<file path="src/rtl/rsfl_pkg.sv">
`timescale 1ns / 1ps

package rsfl_pkg;

    // Default sizing of the store
    localparam int SLOT_COUNT_DEF   = 1024;
    localparam int PAYLOAD_BITS_DEF = 64;

    // Fixed port field widths
    localparam int OP_W      = 2;
    localparam int SLOT_W    = 10;
    localparam int PAYLOAD_W = 64;
    localparam int STATUS_W  = 2;
    localparam int LIVE_W    = 11;

    // Operation codes
    localparam logic [OP_W-1:0] OP_INSERT = 2'd0;
    localparam logic [OP_W-1:0] OP_REMOVE = 2'd1;
    localparam logic [OP_W-1:0] OP_READ   = 2'd2;

    // Result status codes
    localparam logic [STATUS_W-1:0] ST_OK    = 2'd0;
    localparam logic [STATUS_W-1:0] ST_RANGE = 2'd1;
    localparam logic [STATUS_W-1:0] ST_FULL  = 2'd2;

    // Commands from the controller to the datapath
    typedef struct packed {
        logic accept;   // take the input word and launch the memory reads
        logic commit;   // apply the operation and load the result register
    } t_cmd;

endpackage

</file>
<file path="src/rtl/rsfl_ctrl.sv">
`timescale 1ns / 1ps

module rsfl_ctrl (
    input  logic          i_clk,
    input  logic          i_rst_n,
    input  logic          i_in_valid,
    output logic          o_in_stall,
    output logic          o_out_valid,
    input  logic          i_out_stall,
    output rsfl_pkg::t_cmd o_cmd
);

    typedef enum logic [1:0] {
        S_IDLE = 2'b01,
        S_EXEC = 2'b10
    } t_state;

    t_state r_state, n_state;
    logic   r_out_valid, n_out_valid;
    logic   accept, commit;

    // Accept in idle; commit once the result register is free or draining
    assign accept = (r_state == S_IDLE) && i_in_valid;
    assign commit = (r_state == S_EXEC) && (!r_out_valid || !i_out_stall);

    always_comb begin
        n_state = r_state;
        case (r_state)
            S_IDLE: begin
                if (accept) begin
                    n_state = S_EXEC;
                end
            end
            S_EXEC: begin
                if (commit) begin
                    n_state = S_IDLE;
                end
            end
            default: begin
                n_state = S_IDLE;
            end
        endcase
    end

    // Hold the result until it is taken
    always_comb begin
        if (commit) begin
            n_out_valid = 1'b1;
        end else if (!i_out_stall) begin
            n_out_valid = 1'b0;
        end else begin
            n_out_valid = r_out_valid;
        end
    end

    always_ff @(posedge i_clk) begin
        if (!i_rst_n) begin
            r_state     <= S_IDLE;
            r_out_valid <= 1'b0;
        end else begin
            r_state     <= n_state;
            r_out_valid <= n_out_valid;
        end
    end

    assign o_in_stall   = (r_state != S_IDLE);
    assign o_out_valid  = r_out_valid;
    assign o_cmd.accept = accept;
    assign o_cmd.commit = commit;

endmodule

</file>
<file path="config.mk">
export PLATFORM = sky130hd
export DESIGN_NAME = rsfl_ctrl
export DESIGN_NICKNAME = d
export VERILOG_FILES = /design/src/rtl/rsfl_pkg.sv /design/src/rtl/rsfl_ctrl.sv
export SDC_FILE = /design/constraint.sdc
export NUM_CORES = 1
export LEC_CHECK = 0
export BUFFER_PORTS_ARGS = -buffer_cell sky130_fd_sc_hd__buf_2
export CAP_MARGIN = 20
export CELL_PAD_IN_SITES_DETAIL_PLACEMENT = 0
export CELL_PAD_IN_SITES_GLOBAL_PLACEMENT = 1
export CORE_AREA = 2 2 39 41
export CTS_CLUSTER_DIAMETER = 50
export CTS_CLUSTER_SIZE = 8
export DETAILED_ROUTE_END_ITERATION = 8
export DIE_AREA = 0 0 41 43
export GPL_TIMING_DRIVEN = 1
export PLACE_DENSITY_LB_ADDON = 0.3
export SKIP_LAST_GASP = 1
export SLEW_MARGIN = 20
export SYNTH_ARGS = -nofsm -noshare
export SYNTH_HDL_FRONTEND = slang
export SYNTH_SLANG_ARGS = --single-unit
</file>
<file path="constraint.sdc">
create_clock -name i_clk -period 2 [get_ports i_clk]
set_input_delay 0.4 -clock i_clk [delete_from_list [all_inputs] [get_ports i_clk]]
set_output_delay 0.4 -clock i_clk [all_outputs]
set_load 0.02 [all_outputs]
</file>
==> impl_metrics.tcl <==
set metrics [dict create \
    vias 131 \
    cpMaxStageDelayCell "dfxtp_1" \
    crit_chain "and3b_1 -> buf_2" \
    slew_headroom 0.9225 \
    netlist.area_leader.share 0.4444 \
    start_kind "flop" \
    place.gp.congestion 0.6229 \
    rsz0062_at_grt "no" \
    htreeDepth 1 \
    post-route-min-period_ns 1.406 \
    fill_cells 154 \
    drt-wirelength-per-cell_um 8.590 \
    ctsLongestPathBuffers 2 \
    ir_worst_vdd_mv 0.1750 \
    avgSynthCellArea_um2 9.652 \
    drive_above_1_share 0.4348 \
    grt_overflow 0 \
    ctsResizeCount 0 \
    finalNetCount 28 \
    power_density_nw_per_um2 976.0 \
    postCtsSetupBuffers 0 \
    criticalPathCategory "flop to output pin" \
    synthCells 14 \
    via_per_inst 3.359 \
    die_area_um2 1763 \
    setup_ws_ns 0.5935 \
    grt_pass1_wl_um 538 \
    cts_tree "yes" \
    crit_arrival_ns 1.01 \
    crit_path_end_kind "output pin" \
    power_leakage_nw 0.09744 \
    critical_path_required_ns 1.60 \
    synth_area_leaders "dfxtp_1 (44%), buf_4 (11%), nand2b_1 (9.3%)" \
    area_growth_pct 49.07 \
    io_pins 8 \
    antenna_cells 0 \
    maxCapViolations 0 \
    drc_errors 0 \
    setup_viol 0 \
    first_iter_violations 5 \
    clock_latency_ns 0.24 \
    synth.largest_area_cell "dfxtp_1" \
    dr.pass1.iters 2 \
    hp-class "input pin to flop" \
    clk_pin_slew_ns 0.04 \
    fp.dieH_um 43 \
    start_util 0.09765 \
    finalCritPeriodShare 0.7032 \
    clockRootBuffer "clkbuf_4" \
    finalHoldViolCount 0 \
    cp_top_family "flip-flops" \
    cts_buffers 3 \
    ctsHoldBuffers 0 \
    seq_area_um2 60.06 \
    grt_pass1_vias 130 \
    synth_cell_types 10 \
    synth-seq-cells 3 \
    max_freq_mhz 711.0 \
    drv_slew 0 \
    crit_path_max_incr_delay_ns 0.32 \
    port_buffers 7 \
    yosysSeqAreaShare 0.4444 \
    antenna_found_initial 0 \
    path_buf_inv 1 \
    ant_nets 0 \
    status "complete, no violations" \
    drt_wl_total_um 335 \
    rows 14 \
    skew_ns 0.007066 \
    dpl.hpwl_um 222.5 \
    synth_fp_nets 18 \
    post-place-ws_ns 0.7513 \
    clock_sinks 3 \
    grt_max_degree 5 \
    fp.dieW_um 41 \
    cp_max_fo 4 \
    synth_warnings 0 \
    core_um2 1384 \
    worst_pin_slew_ns 0.1153 \
    multiInputGateArea_um2 60.06 \
    grtUsageTotal 0.05115 \
    tns_ns 0 \
    syn-cell-area_um2 135.1 \
]
## where the power goes
group / internal, mW / leakage, nW / switching, mW
Sequential: 0.0631 / 0.0246 / 0.00222
Clock: 0.0750 / 0.0150 / 0.0351
Combinational: 0.00927 / 0.0578 / 0.0120
## cells in the mapped netlist, drive strengths merged
master / number
nand2b: 2
o21ai: 1
dfxtp: 3
and4b: 1
a21oi: 1
and3b: 1
a21boi: 1
buf: 2
o21a: 1
nand2: 1
## through the flow
step	std cells	area, um2	hold WS [ns]	utilization	total power, mW
3_3_place_gp	35	175.2	0.4798	0.1266	0.08669
2_1_floorplan	14	135.1	0.4800	-	0.08105
4_1_cts	39	201.4	0.3613	0.1456	0.2025
6_report	39	201.4	0.3664	0.1456	0.1966
5_1_grt	39	201.4	0.3622	0.1456	0.2111
3_5_place_dp	35	175.2	0.4944	0.1266	0.08707
## cells by family after synthesis
logic type / after synthesis / synth area share
and+or+nand+nor: 5 / 0.2592
AOI/OAI and AO/OA: 4 / 0.1852
DFF: 3 / 0.4445
buffers and inverters: 2 / 0.1111
## flip-flops by register name, indices dropped and copies added (netlist names)
signal,cells
o_out_valid,1
r_state,2
## worst paths after layout
check / start / endpoint / slack [ns] / cells past startpoint
worst max-delay path: r_state[1] / o_cmd[1] / 0.59 / 2
worst min-delay path: i_rst_n / r_state[0] / 0.37 / 2
worst max register to register: r_state[1] / r_state[1] / 1.13 / 2
worst min register to register: o_out_valid / o_out_valid / 0.50 / 2
## metal layers
| metal | up-vias | wire (um) | GRT usage |
|---|---|---|---|
| met3 | 2 | 77 | 0.06283 |
| met2 | 11 | 86 | 0.05000 |
| met1 | 54 | 165 | 0.06410 |
| met4 | 0 | 4 | 0.02000 |
| met5 | - | 0 | 0 |
| li1 | 64 | - | - |
## placed cells by master, fill, tap and decap left out
cell / n
clkbuf_1: 1
buf_2: 7
o21ai_1: 1
nand2b_1: 2
a21oi_1: 1
o21a_1: 1
dfxtp_1: 3
nand2_1: 1
clkbuf_4: 3
and4b_1: 1
a21boi_0: 1
and3b_1: 1
## area by class of cell
| class | instances | share of cell area |
|---|---|---|
| tap | 16 | 0.09938 |
| clock buffer | 4 | 0.1304 |
| sequential | 3 | 0.2981 |
| timing repair buffer | 7 | 0.1739 |
| multi-input combinational | 9 | 0.2981 |
Note: power is estimated with default switching activity, not from simulation.
